==> src/hw/rtl/ocp_pkg.sv <==
`timescale 1ns / 1ps
// ----------------------------------------------------------------------------
// ocp_pkg: shared types and helpers for the order crossover block
// Gene widths, sequencer states, lane control bundle and the cyclic
// position step used by the top, lane and merge modules.
// ----------------------------------------------------------------------------
package ocp_pkg;

  localparam int MAX_GENES = 64;
  localparam int GENE_W    = $clog2(MAX_GENES);
  localparam int COUNT_W   = GENE_W + 1;

  typedef logic [GENE_W-1:0]  gene_t;
  typedef logic [COUNT_W-1:0] count_t;

  localparam count_t COUNT_RESET = count_t'(MAX_GENES);
  localparam count_t COUNT_MIN   = count_t'(2);
  localparam count_t COUNT_MAX   = count_t'(MAX_GENES);

  // command codes carried in tuser
  localparam logic CMD_LOAD = 1'b0;
  localparam logic CMD_RUN  = 1'b1;

  typedef enum logic [2:0] {
    ST_IDLE,
    ST_SEG,
    ST_SCAN,
    ST_DRAIN,
    ST_OUT
  } state_t;

  // sequencer to lane control
  typedef struct packed {
    logic   start;       // run accepted: clear sets, load fill pointer
    logic   seg_issue;   // parent read for a segment position issued
    logic   scan_issue;  // parent read for a scan position issued
    logic   out_issue;   // child read for an output position issued
    gene_t  seg_pos;     // segment position being read
    gene_t  out_pos;     // output position being read
    gene_t  hi;          // segment end, valid with start
    count_t n;           // gene count of the current run
  } lane_ctrl_t;

  // lane result for one output position
  typedef struct packed {
    gene_t gene;
    logic  vld;          // position was filled during this run
  } lane_out_t;

  // step one position forward, wrapping at the gene count
  function automatic gene_t next_pos(input gene_t p, input count_t n);
    count_t p1;
    p1 = count_t'(p) + count_t'(1);
    next_pos = (p1 >= n) ? gene_t'(0) : p1[GENE_W-1:0];
  endfunction

endpackage

==> src/hw/rtl/order_crossover_permutation.sv <==
`timescale 1ns / 1ps
// ----------------------------------------------------------------------------
// order_crossover_permutation: order crossover (OX) of two permutations
//
// Slave port: in_tuser selects the command. A load transfer writes one gene
// of each parent at a position. A run transfer gives two cut points; the
// lower starts the segment, the higher ends it, and cuts at or beyond the
// gene count saturate to count-1.
// Master port: a run emits city_count transfers in ascending position, each
// with both child genes; tlast marks the final position.
// cfg_we/cfg_wdata write city_count (clamped to 2..64 when a run starts);
// write only while no run is in progress.
// Run sequence: with n genes and L = hi-lo+1, a run copies the L segment
// positions, then scans n positions (one parent read per cycle, shared by
// the two parallel lanes), passes the drain state, then issues n child
// reads, one per cycle while the output buffer has room. in_tready stays
// low from the run's accepting edge until the sequencer is idle again.
// Loads go one per cycle.
// Reset: city_count returns to 64, sequencer idle, output buffer empty;
// parent genes are undefined until loaded.
// Stall: a two-entry output buffer absorbs tready low; child reads pause
// until space frees, and no result is lost or repeated.
// ----------------------------------------------------------------------------
module order_crossover_permutation (
  input  logic        clk,
  input  logic        rst_n,
  input  logic        in_tvalid,
  output logic        in_tready,
  input  logic [31:0] in_tdata,   // position, gene_first, gene_second, cut_a, cut_b
  input  logic        in_tuser,   // command
  output logic        out_tvalid,
  input  logic        out_tready,
  output logic [23:0] out_tdata,  // out_position, child_first_gene, child_second_gene
  output logic        out_tlast,  // last
  input  logic        cfg_we,
  input  logic [6:0]  cfg_wdata   // city_count
);

  ocp_pkg::state_t state_r, state_nxt;
  ocp_pkg::count_t city_count_r;
  ocp_pkg::count_t n_r, n_nxt;
  ocp_pkg::gene_t  hi_r, hi_nxt;
  ocp_pkg::gene_t  seg_pos_r, seg_pos_nxt;
  ocp_pkg::gene_t  scan_pos_r, scan_pos_nxt;
  ocp_pkg::count_t step_r, step_nxt;
  ocp_pkg::count_t out_k_r, out_k_nxt;

  logic                accept;
  logic                run_go;
  logic                load_go;
  ocp_pkg::gene_t      f_pos, f_g1, f_g2, f_a, f_b;
  ocp_pkg::count_t     n_c, nm1_c;
  ocp_pkg::gene_t      lo0, hi0, lo_c, hi_c;
  ocp_pkg::gene_t      par_raddr;
  ocp_pkg::gene_t      par_first, par_second;
  ocp_pkg::lane_ctrl_t ctrl;
  ocp_pkg::lane_out_t  res_first, res_second;
  logic                room;
  logic                out_issue;
  logic                out_last;

  // slave port field split
  assign f_pos = in_tdata[5:0];
  assign f_g1  = in_tdata[11:6];
  assign f_g2  = in_tdata[17:12];
  assign f_a   = in_tdata[23:18];
  assign f_b   = in_tdata[29:24];

  assign accept  = in_tvalid && in_tready;
  assign run_go  = accept && (in_tuser == ocp_pkg::CMD_RUN);
  assign load_go = accept && (in_tuser == ocp_pkg::CMD_LOAD);

  // gene count clamp and ordered, saturated cuts
  always_comb begin
    if (city_count_r < ocp_pkg::COUNT_MIN) begin
      n_c = ocp_pkg::COUNT_MIN;
    end else if (city_count_r > ocp_pkg::COUNT_MAX) begin
      n_c = ocp_pkg::COUNT_MAX;
    end else begin
      n_c = city_count_r;
    end
    nm1_c = n_c - ocp_pkg::count_t'(1);
    lo0   = (f_a < f_b) ? f_a : f_b;
    hi0   = (f_a < f_b) ? f_b : f_a;
    hi_c  = (ocp_pkg::count_t'(hi0) > nm1_c) ? nm1_c[ocp_pkg::GENE_W-1:0] : hi0;
    lo_c  = (lo0 > hi_c) ? hi_c : lo0;
  end

  // next state
  always_comb begin
    state_nxt = state_r;
    case (state_r)
      ocp_pkg::ST_IDLE: begin
        if (run_go) begin
          state_nxt = ocp_pkg::ST_SEG;
        end
      end
      ocp_pkg::ST_SEG: begin
        if (seg_pos_r == hi_r) begin
          state_nxt = ocp_pkg::ST_SCAN;
        end
      end
      ocp_pkg::ST_SCAN: begin
        if (step_r == n_r - ocp_pkg::count_t'(1)) begin
          state_nxt = ocp_pkg::ST_DRAIN;
        end
      end
      ocp_pkg::ST_DRAIN: begin
        state_nxt = ocp_pkg::ST_OUT;
      end
      ocp_pkg::ST_OUT: begin
        if (out_issue && out_last) begin
          state_nxt = ocp_pkg::ST_IDLE;
        end
      end
      default: begin
        state_nxt = ocp_pkg::ST_IDLE;
      end
    endcase
  end

  // outputs of the sequencer
  always_comb begin
    in_tready = 1'b0;
    out_issue = 1'b0;
    par_raddr = scan_pos_r;
    case (state_r)
      ocp_pkg::ST_IDLE:  in_tready = 1'b1;
      ocp_pkg::ST_SEG:   par_raddr = seg_pos_r;
      ocp_pkg::ST_SCAN:  par_raddr = scan_pos_r;
      ocp_pkg::ST_DRAIN: par_raddr = scan_pos_r;
      ocp_pkg::ST_OUT:   out_issue = room;
      default:           in_tready = 1'b0;
    endcase
    out_last = (out_k_r == n_r - ocp_pkg::count_t'(1));
  end

  // lane control bundle
  always_comb begin
    ctrl.start      = run_go;
    ctrl.seg_issue  = (state_r == ocp_pkg::ST_SEG);
    ctrl.scan_issue = (state_r == ocp_pkg::ST_SCAN);
    ctrl.out_issue  = out_issue;
    ctrl.seg_pos    = seg_pos_r;
    ctrl.out_pos    = out_k_r[ocp_pkg::GENE_W-1:0];
    ctrl.hi         = hi_c;
    ctrl.n          = n_r;
  end

  // position counters
  always_comb begin
    n_nxt        = n_r;
    hi_nxt       = hi_r;
    seg_pos_nxt  = seg_pos_r;
    scan_pos_nxt = scan_pos_r;
    step_nxt     = step_r;
    out_k_nxt    = out_k_r;
    if (run_go) begin
      n_nxt       = n_c;
      hi_nxt      = hi_c;
      seg_pos_nxt = lo_c;
    end
    if (state_r == ocp_pkg::ST_SEG) begin
      seg_pos_nxt  = seg_pos_r + ocp_pkg::gene_t'(1);
      scan_pos_nxt = ocp_pkg::next_pos(hi_r, n_r);
      step_nxt     = '0;
    end
    if (state_r == ocp_pkg::ST_SCAN) begin
      scan_pos_nxt = ocp_pkg::next_pos(scan_pos_r, n_r);
      step_nxt     = step_r + ocp_pkg::count_t'(1);
    end
    if (state_r == ocp_pkg::ST_DRAIN) begin
      out_k_nxt = '0;
    end
    if (out_issue) begin
      out_k_nxt = out_k_r + ocp_pkg::count_t'(1);
    end
  end

  always_ff @(posedge clk) begin
    if (!rst_n) begin
      state_r      <= ocp_pkg::ST_IDLE;
      city_count_r <= ocp_pkg::COUNT_RESET;
      n_r          <= ocp_pkg::COUNT_MAX;
      hi_r         <= '0;
      seg_pos_r    <= '0;
      scan_pos_r   <= '0;
      step_r       <= '0;
      out_k_r      <= '0;
    end else begin
      state_r    <= state_nxt;
      n_r        <= n_nxt;
      hi_r       <= hi_nxt;
      seg_pos_r  <= seg_pos_nxt;
      scan_pos_r <= scan_pos_nxt;
      step_r     <= step_nxt;
      out_k_r    <= out_k_nxt;
      if (cfg_we) begin
        city_count_r <= cfg_wdata;
      end
    end
  end

  // parent stores, shared by both lanes
  ocp_ram #(
    .WIDTH(ocp_pkg::GENE_W),
    .DEPTH(ocp_pkg::MAX_GENES)
  ) u_parent_first (
    .clk  (clk),
    .we   (load_go),
    .waddr(f_pos),
    .wdata(f_g1),
    .raddr(par_raddr),
    .rdata(par_first)
  );

  ocp_ram #(
    .WIDTH(ocp_pkg::GENE_W),
    .DEPTH(ocp_pkg::MAX_GENES)
  ) u_parent_second (
    .clk  (clk),
    .we   (load_go),
    .waddr(f_pos),
    .wdata(f_g2),
    .raddr(par_raddr),
    .rdata(par_second)
  );

  // first child: second parent's segment, first parent's scan
  ocp_lane u_lane_first (
    .clk       (clk),
    .rst_n     (rst_n),
    .ctrl      (ctrl),
    .own_gene  (par_first),
    .other_gene(par_second),
    .result    (res_first)
  );

  // second child: first parent's segment, second parent's scan
  ocp_lane u_lane_second (
    .clk       (clk),
    .rst_n     (rst_n),
    .ctrl      (ctrl),
    .own_gene  (par_second),
    .other_gene(par_first),
    .result    (res_second)
  );

  ocp_merge u_merge (
    .clk        (clk),
    .rst_n      (rst_n),
    .push       (out_issue),
    .pos        (out_k_r[ocp_pkg::GENE_W-1:0]),
    .last       (out_last),
    .lane_first (res_first),
    .lane_second(res_second),
    .room       (room),
    .out_tvalid (out_tvalid),
    .out_tready (out_tready),
    .out_tdata  (out_tdata),
    .out_tlast  (out_tlast)
  );

  // a run transfer always starts the segment copy
  assert property (@(posedge clk) disable iff (!rst_n)
    run_go |=> (state_r == ocp_pkg::ST_SEG))
    else $error("run did not start segment copy");

  // segment reads stay at or below the segment end
  assert property (@(posedge clk) disable iff (!rst_n)
    (state_r == ocp_pkg::ST_SEG) |-> (seg_pos_r <= hi_r))
    else $error("segment read past its end");

  // scan addresses stay inside the gene count
  assert property (@(posedge clk) disable iff (!rst_n)
    (state_r == ocp_pkg::ST_SCAN) |-> (ocp_pkg::count_t'(scan_pos_r) < n_r))
    else $error("scan address beyond gene count");

  // output addresses stay inside the gene count
  assert property (@(posedge clk) disable iff (!rst_n)
    out_issue |-> (out_k_r < n_r))
    else $error("output address beyond gene count");

endmodule

==> src/hw/rtl/ocp_ram.sv <==
`timescale 1ns / 1ps
// ----------------------------------------------------------------------------
// ocp_ram: generic simple dual-port RAM
// One write port, one read port, read data registered.
// ----------------------------------------------------------------------------
module ocp_ram #(
  parameter int WIDTH = 6,
  parameter int DEPTH = 64
) (
  input  logic                     clk,
  input  logic                     we,
  input  logic [$clog2(DEPTH)-1:0] waddr,
  input  logic [WIDTH-1:0]         wdata,
  input  logic [$clog2(DEPTH)-1:0] raddr,
  output logic [WIDTH-1:0]         rdata
);

  logic [WIDTH-1:0] mem_r [DEPTH];
  logic [WIDTH-1:0] rdata_r;

  always_ff @(posedge clk) begin
    if (we) begin
      mem_r[waddr] <= wdata;
    end
    rdata_r <= mem_r[raddr];
  end

  assign rdata = rdata_r;

endmodule

==> src/hw/rtl/ocp_lane.sv <==
`timescale 1ns / 1ps
// ----------------------------------------------------------------------------
// ocp_lane: one child builder
// Copies the other parent's segment, records its genes, then fills the
// remaining positions from its own parent's scan. Holds the child RAM.
// ----------------------------------------------------------------------------
module ocp_lane (
  input  logic               clk,
  input  logic               rst_n,
  input  ocp_pkg::lane_ctrl_t ctrl,
  input  ocp_pkg::gene_t     own_gene,    // own parent, in the cycle after issue
  input  ocp_pkg::gene_t     other_gene,  // other parent, in the cycle after issue
  output ocp_pkg::lane_out_t result
);

  logic                            seg_d_r;
  logic                            scan_d_r;
  ocp_pkg::gene_t                  seg_pos_d_r;
  logic [ocp_pkg::MAX_GENES-1:0]   member_r, member_nxt;
  logic [ocp_pkg::MAX_GENES-1:0]   valid_r, valid_nxt;
  ocp_pkg::gene_t                  fp_r, fp_nxt;
  logic                            vld_rd_r;

  logic           fill_hit;
  ocp_pkg::gene_t fp_step;
  logic           wr_en;
  ocp_pkg::gene_t wr_addr;
  ocp_pkg::gene_t wr_data;
  ocp_pkg::gene_t rd_gene;

  // write side: segment copy or scan fill
  always_comb begin
    fill_hit = scan_d_r && !member_r[own_gene];
    fp_step  = ocp_pkg::next_pos(fp_r, ctrl.n);
    wr_en    = seg_d_r || fill_hit;
    wr_addr  = seg_d_r ? seg_pos_d_r : fp_step;
    wr_data  = seg_d_r ? other_gene : own_gene;
  end

  // gene set, filled positions, fill pointer
  always_comb begin
    member_nxt = member_r;
    valid_nxt  = valid_r;
    fp_nxt     = fp_r;
    if (ctrl.start) begin
      member_nxt = '0;
      valid_nxt  = '0;
      fp_nxt     = ctrl.hi;
    end else begin
      if (seg_d_r) begin
        member_nxt[other_gene] = 1'b1;
      end
      if (wr_en) begin
        valid_nxt[wr_addr] = 1'b1;
      end
      if (fill_hit) begin
        fp_nxt = fp_step;
      end
    end
  end

  always_ff @(posedge clk) begin
    if (!rst_n) begin
      seg_d_r  <= 1'b0;
      scan_d_r <= 1'b0;
      member_r <= '0;
      valid_r  <= '0;
      fp_r     <= '0;
    end else begin
      seg_d_r  <= ctrl.seg_issue;
      scan_d_r <= ctrl.scan_issue;
      member_r <= member_nxt;
      valid_r  <= valid_nxt;
      fp_r     <= fp_nxt;
    end
  end

  // payload alongside the parent read and the child read
  always_ff @(posedge clk) begin
    seg_pos_d_r <= ctrl.seg_pos;
    if (ctrl.out_issue) begin
      vld_rd_r <= valid_r[ctrl.out_pos];
    end
  end

  ocp_ram #(
    .WIDTH(ocp_pkg::GENE_W),
    .DEPTH(ocp_pkg::MAX_GENES)
  ) u_child_ram (
    .clk  (clk),
    .we   (wr_en),
    .waddr(wr_addr),
    .wdata(wr_data),
    .raddr(ctrl.out_pos),
    .rdata(rd_gene)
  );

  assign result.gene = rd_gene;
  assign result.vld  = vld_rd_r;

endmodule

==> src/hw/rtl/ocp_merge.sv <==
`timescale 1ns / 1ps
// ----------------------------------------------------------------------------
// ocp_merge: output merge stage
// Joins both lanes' child genes with position and last flag into one
// result and queues it in a two-entry buffer toward the master port.
// ----------------------------------------------------------------------------
module ocp_merge (
  input  logic               clk,
  input  logic               rst_n,
  input  logic               push,        // child read issued this cycle
  input  ocp_pkg::gene_t     pos,
  input  logic               last,
  input  ocp_pkg::lane_out_t lane_first,
  input  ocp_pkg::lane_out_t lane_second,
  output logic               room,        // a new read may be issued
  output logic               out_tvalid,
  input  logic               out_tready,
  output logic [23:0]        out_tdata,   // out_position, child_first_gene, child_second_gene
  output logic               out_tlast    // last
);

  typedef struct packed {
    logic           last;
    ocp_pkg::gene_t c2;
    ocp_pkg::gene_t c1;
    ocp_pkg::gene_t pos;
  } entry_t;

  logic           push_d_r;
  ocp_pkg::gene_t pos_d_r;
  logic           last_d_r;
  entry_t         buf_r [2];
  logic           wr_ptr_r, rd_ptr_r;
  logic [1:0]     count_r, count_nxt;

  entry_t     entry;
  logic       pop;
  logic [2:0] occ;

  // merge the lanes; unfilled positions read as zero
  always_comb begin
    entry.pos  = pos_d_r;
    entry.c1   = lane_first.vld ? lane_first.gene : '0;
    entry.c2   = lane_second.vld ? lane_second.gene : '0;
    entry.last = last_d_r;
  end

  // occupancy and credit for the next read
  always_comb begin
    pop       = out_tvalid && out_tready;
    occ       = {1'b0, count_r} + {2'b00, push_d_r};
    count_nxt = 2'(occ - {2'b00, pop});
    room      = (occ - {2'b00, pop}) < 3'd2;
  end

  always_ff @(posedge clk) begin
    if (!rst_n) begin
      push_d_r <= 1'b0;
      wr_ptr_r <= 1'b0;
      rd_ptr_r <= 1'b0;
      count_r  <= '0;
    end else begin
      push_d_r <= push;
      count_r  <= count_nxt;
      if (push_d_r) begin
        wr_ptr_r <= !wr_ptr_r;
      end
      if (pop) begin
        rd_ptr_r <= !rd_ptr_r;
      end
    end
  end

  always_ff @(posedge clk) begin
    pos_d_r  <= pos;
    last_d_r <= last;
    if (push_d_r) begin
      buf_r[wr_ptr_r] <= entry;
    end
  end

  // master port
  assign out_tvalid = (count_r != 2'd0);
  assign out_tdata  = {6'd0, buf_r[rd_ptr_r].c2, buf_r[rd_ptr_r].c1, buf_r[rd_ptr_r].pos};
  assign out_tlast  = buf_r[rd_ptr_r].last;

  // the credit check must keep the buffer from overflowing
  assert property (@(posedge clk) disable iff (!rst_n)
    (count_r == 2'd2) && push_d_r |-> pop)
    else $error("merge buffer overflow");

endmodule
==> config.mk <==
export PLATFORM = sky130hd
export DESIGN_NAME = order_crossover_permutation
export DESIGN_NICKNAME = d
export VERILOG_FILES = /design/src/hw/rtl/ocp_pkg.sv /design/src/hw/rtl/order_crossover_permutation.sv /design/src/hw/rtl/ocp_ram.sv /design/src/hw/rtl/ocp_lane.sv /design/src/hw/rtl/ocp_merge.sv
export SDC_FILE = /design/constraint.sdc
export NUM_CORES = 2
export LEC_CHECK = 0
export BUFFER_PORTS_ARGS = -buffer_cell sky130_fd_sc_hd__buf_2
export CAP_MARGIN = 30
export CELL_PAD_IN_SITES_DETAIL_PLACEMENT = 2
export CELL_PAD_IN_SITES_GLOBAL_PLACEMENT = 2
export CORE_ASPECT_RATIO = 0.8
export CORE_UTILIZATION = 39
export CTS_BUF_LIST = sky130_fd_sc_hd__clkbuf_4 sky130_fd_sc_hd__clkbuf_8 sky130_fd_sc_hd__clkbuf_16
export CTS_CLUSTER_SIZE = 28
export DETAILED_ROUTE_END_ITERATION = 12
export MAX_ROUTING_LAYER = met4
export PLACE_DENSITY_LB_ADDON = 0.25
export SKIP_LAST_GASP = 1
export SYNTH_ARGS = -nofsm -noshare
export SYNTH_HDL_FRONTEND = slang
export SYNTH_SLANG_ARGS = --single-unit
export TNS_END_PERCENT = 20
==> constraint.sdc <==
create_clock -name clk -period 5.7 [get_ports clk]
set_input_delay 0.57 -clock clk [delete_from_list [all_inputs] [get_ports clk]]
set_output_delay 0.57 -clock clk [all_outputs]
set_load 0.01 [all_outputs]
==> impl_results.md <==
* Setup Viol. Count Final at 0
* Ys Warns at 0
* Nets at between 5000 and 6000
* DRT iter0 DRCs at 4967
* Worst rel slew slack at 0.253
* Synth async-reset ratio at 0
* Flops & latches, synth at 1938
* Post-Syn Area per Cell at ~15 sq um
* Num CTS Buffers at 198
* Post-synth EDFFs at approximately 1600
* Hold Path Class: in -> reg
* Row cnt at roughly 150
* Largest net degree at the start of global routing at 89
* Die X at around 500 um
* Sequential share of the synthesized area at 0.698
* Share of cells above drive strength 1 at 0.211
* Post-route DRC at 0
* RSZ-0062 raised after global routing: no
* Total negative slack at 0 ns
* Top_reg_cell synth: edfxtp_1
* Antenna violations before repair at 9
* Hold Vio Cnt, Final at 0
* Mapped Cells at 5093
* Crit start category: flip-flop
* Global-route wire length before repair at 365000 um
* Crit Path Max Fanout at 14
* Achievable Freq at 192 MHz
* Final Max Slew Viols at 0
* CP Data Arrival Time at between 5 and 6 ns
* Via density at 5.83
* IO Count at 72
* Yosys top cell by area: edfxtp_1
* GRT overflow at 0
* CP Class: reg -> reg
* Period utilization at 0.915
* Core Footprint at 199000 sq um
* Clock root buffer: clkbuf_16
* Die area at around 200000 sq um
* Synth-to-layout area growth at 14.7%
* Clock Pin Slew Worst Setup and Hold Paths at 0.06 ns
* Post-DP HPWL at roughly 160000 um
* CTS Sinks at ~1900
* Die Ht at 403 um
* Clk buf depth at 3
* Most common cell after layout, fill and taps aside: edfxtp_1
* Worst-margin pin slew at approximately 1.1 ns
* Total track usage at 0.253
* Final min period at 5.22 ns
* Synth cell types at 80
* CTS tree: yes
* Mapped Area at 78200 sq um
* Critical Path End Type: flip-flop
* Post-CTS setup buffers at 0
* Clk_skew at between 0.05 and 0.06 ns
* WL final at between 200000 and 250000 um
* Most frequent cells in the layout: 1576 x edfxtp_1, 635 x nand2_1, 378 x nor2_1, 356 x dfxtp_1, 344 x mux4_2
* H-tree levels at 4
* DR WL/cell at 30.6 um
* Starting Density at 0.394
* Number of global-route vias before repair at 51000
* Yosys top cell area share at 0.605
* PwrDens at 398 nW/um^2
* Worst EP required at around 6.2 ns
* GP Congestion at 0.809
* Maxcap violations at 0
* Leakage at 29.4 nW
* IO Port Bufs at 63
* Worst vdd ir at between 300 and 400 uV
* Drt pass-1 iters at 6
* Synth top area cells: edfxtp_1 61%, mux4_2 9.9%, dfxtp_1 9.3%, nand2_1 3.1%, mux2i_1 1.9%
* Post-DRT Antenna Nets at 0
* Vias at 47500
* Outcome: completed
* Worst-skew pair later-pin latency at slightly below 0.9 ns
* Final core occ at 0.452
==> per-stage QoR <==
step           instances  area, sq um  power [mW]  setup slack [ns]  hold WS [ns]
4_1_cts             8145        89600        35.9             0.244         0.108
6_report            8155        89700        35.7             0.482         0.148
3_3_place_gp        7758        82800        22.2            0.0774         0.405
2_1_floorplan       5098        78200        19.8             0.460         0.329
3_5_place_dp        7764        82800        22.5            0.0799         0.419
5_1_grt             8153        89700        36.7             0.107         0.164
==> final timing paths <==
path | slack [ns] | depth (start not counted) | end | start
setup / recovery | 0.48 | 12 | u_lane_second.u_child_ram.mem_r[51][4] | u_lane_second.fp_r[0]
hold / removal | 0.15 | 2 | city_count_r[6] | cfg_we
setup reg to reg | 0.48 | 12 | u_lane_second.u_child_ram.mem_r[51][4] | u_lane_second.fp_r[0]
hold reg to reg | 0.39 | 0 | u_merge.pos_d_r[4] | out_k_r[4]
==> state kept, by name, indices dropped and copies added, names as in the netlist, 38 cells and up, named ones only <==
register,flops
u_parent_first.mem_r,384
u_lane_first.valid_r,64
u_lane_first.member_r,64
u_merge.buf_r,38
u_lane_second.valid_r,64
u_lane_second.u_child_ram.mem_r,384
u_lane_first.u_child_ram.mem_r,384
u_lane_second.member_r,64
u_parent_second.mem_r,384
==> area by class of cell <==
class                   count  area (sq um)
fillers                 18700        109000
flip-flops and latches   1938         54600
multi-input cells        2788         22300
clock buffers             275          5650
well taps                2664          3330
repair buffers            339          2560
clock inverters            99          1080
inverters                  48           180
diodes                      4          10.0
==> kinds of logic after synthesis <==
family                     Yosys count  synth area share
DFF                               1938             0.698
xor gates and xnor gates            45           0.00504
adders and majority gates           57           0.00921
other                                1         0.0000479
and+or+nand+nor                   1398            0.0772
muxes                              585             0.132
buffers and inverters              372            0.0202
AOI/OAI and AO/OA                  697            0.0589
==> power breakdown <==
group | total [mW] | internal [mW] | switching, mW | leakage (nW)
clock network | 13.5 | 7.71 | 5.76 | 3.38
registers | 16.7 | 16.4 | 0.333 | 17.1
logic | 5.46 | 1.39 | 4.07 | 8.94
total | 35.7 | 25.5 | 10.2 | 29.4
==> synthesized netlist by cell type (22+ instances only) <==
master	number
nor2_1	385
inv_1	46
a21oi_1	201
dfxtp_1	362
nor3_1	74
nand3_1	113
buf_2	61
mux4_2	344
o21ai_0	84
a22oi_1	22
buf_1	45
nand2_1	636
and3_1	64
clkbuf_1	198
o22ai_1	33
xnor2_1	25
ha_1	56
o31ai_1	71
o211ai_1	35
edfxtp_1	1576
mux2i_1	148
a31oi_1	89
mux2_2	91
==> worst max-delay path, cell delays in order, from the launching register on <==
cell	delay [ns]
dfxtp_1	0.49
ha_1	0.30
nand3_1	0.15
xor2_1	0.33
inv_1	0.10
ha_1	0.31
a21oi_1	0.14
o21ai_0	0.13
a211oi_1	0.56
nand2b_1	0.32
o21ai_1	0.65
nand2_1	0.60
nor2_1	0.76
==> timing repair <==
action	4_1_cts	5_1_grt
hold buffers	7	0
resized for setup	0	2
hold endpoints to repair	7	0
endpoints found under the setup margin	0	6
==> layer usage <==
metal / part of all wire / up-vias / global-route usage
met5: 0 / - / -
met4: 0.016 / 0 / 0.0466
met3: 0.057 / 282 / 0.0351
met2: 0.47 / 1459 / 0.390
met1: 0.46 / 25600 / 0.361
li1: - / 20100 / -
Power figures use the tool's default switching activity.
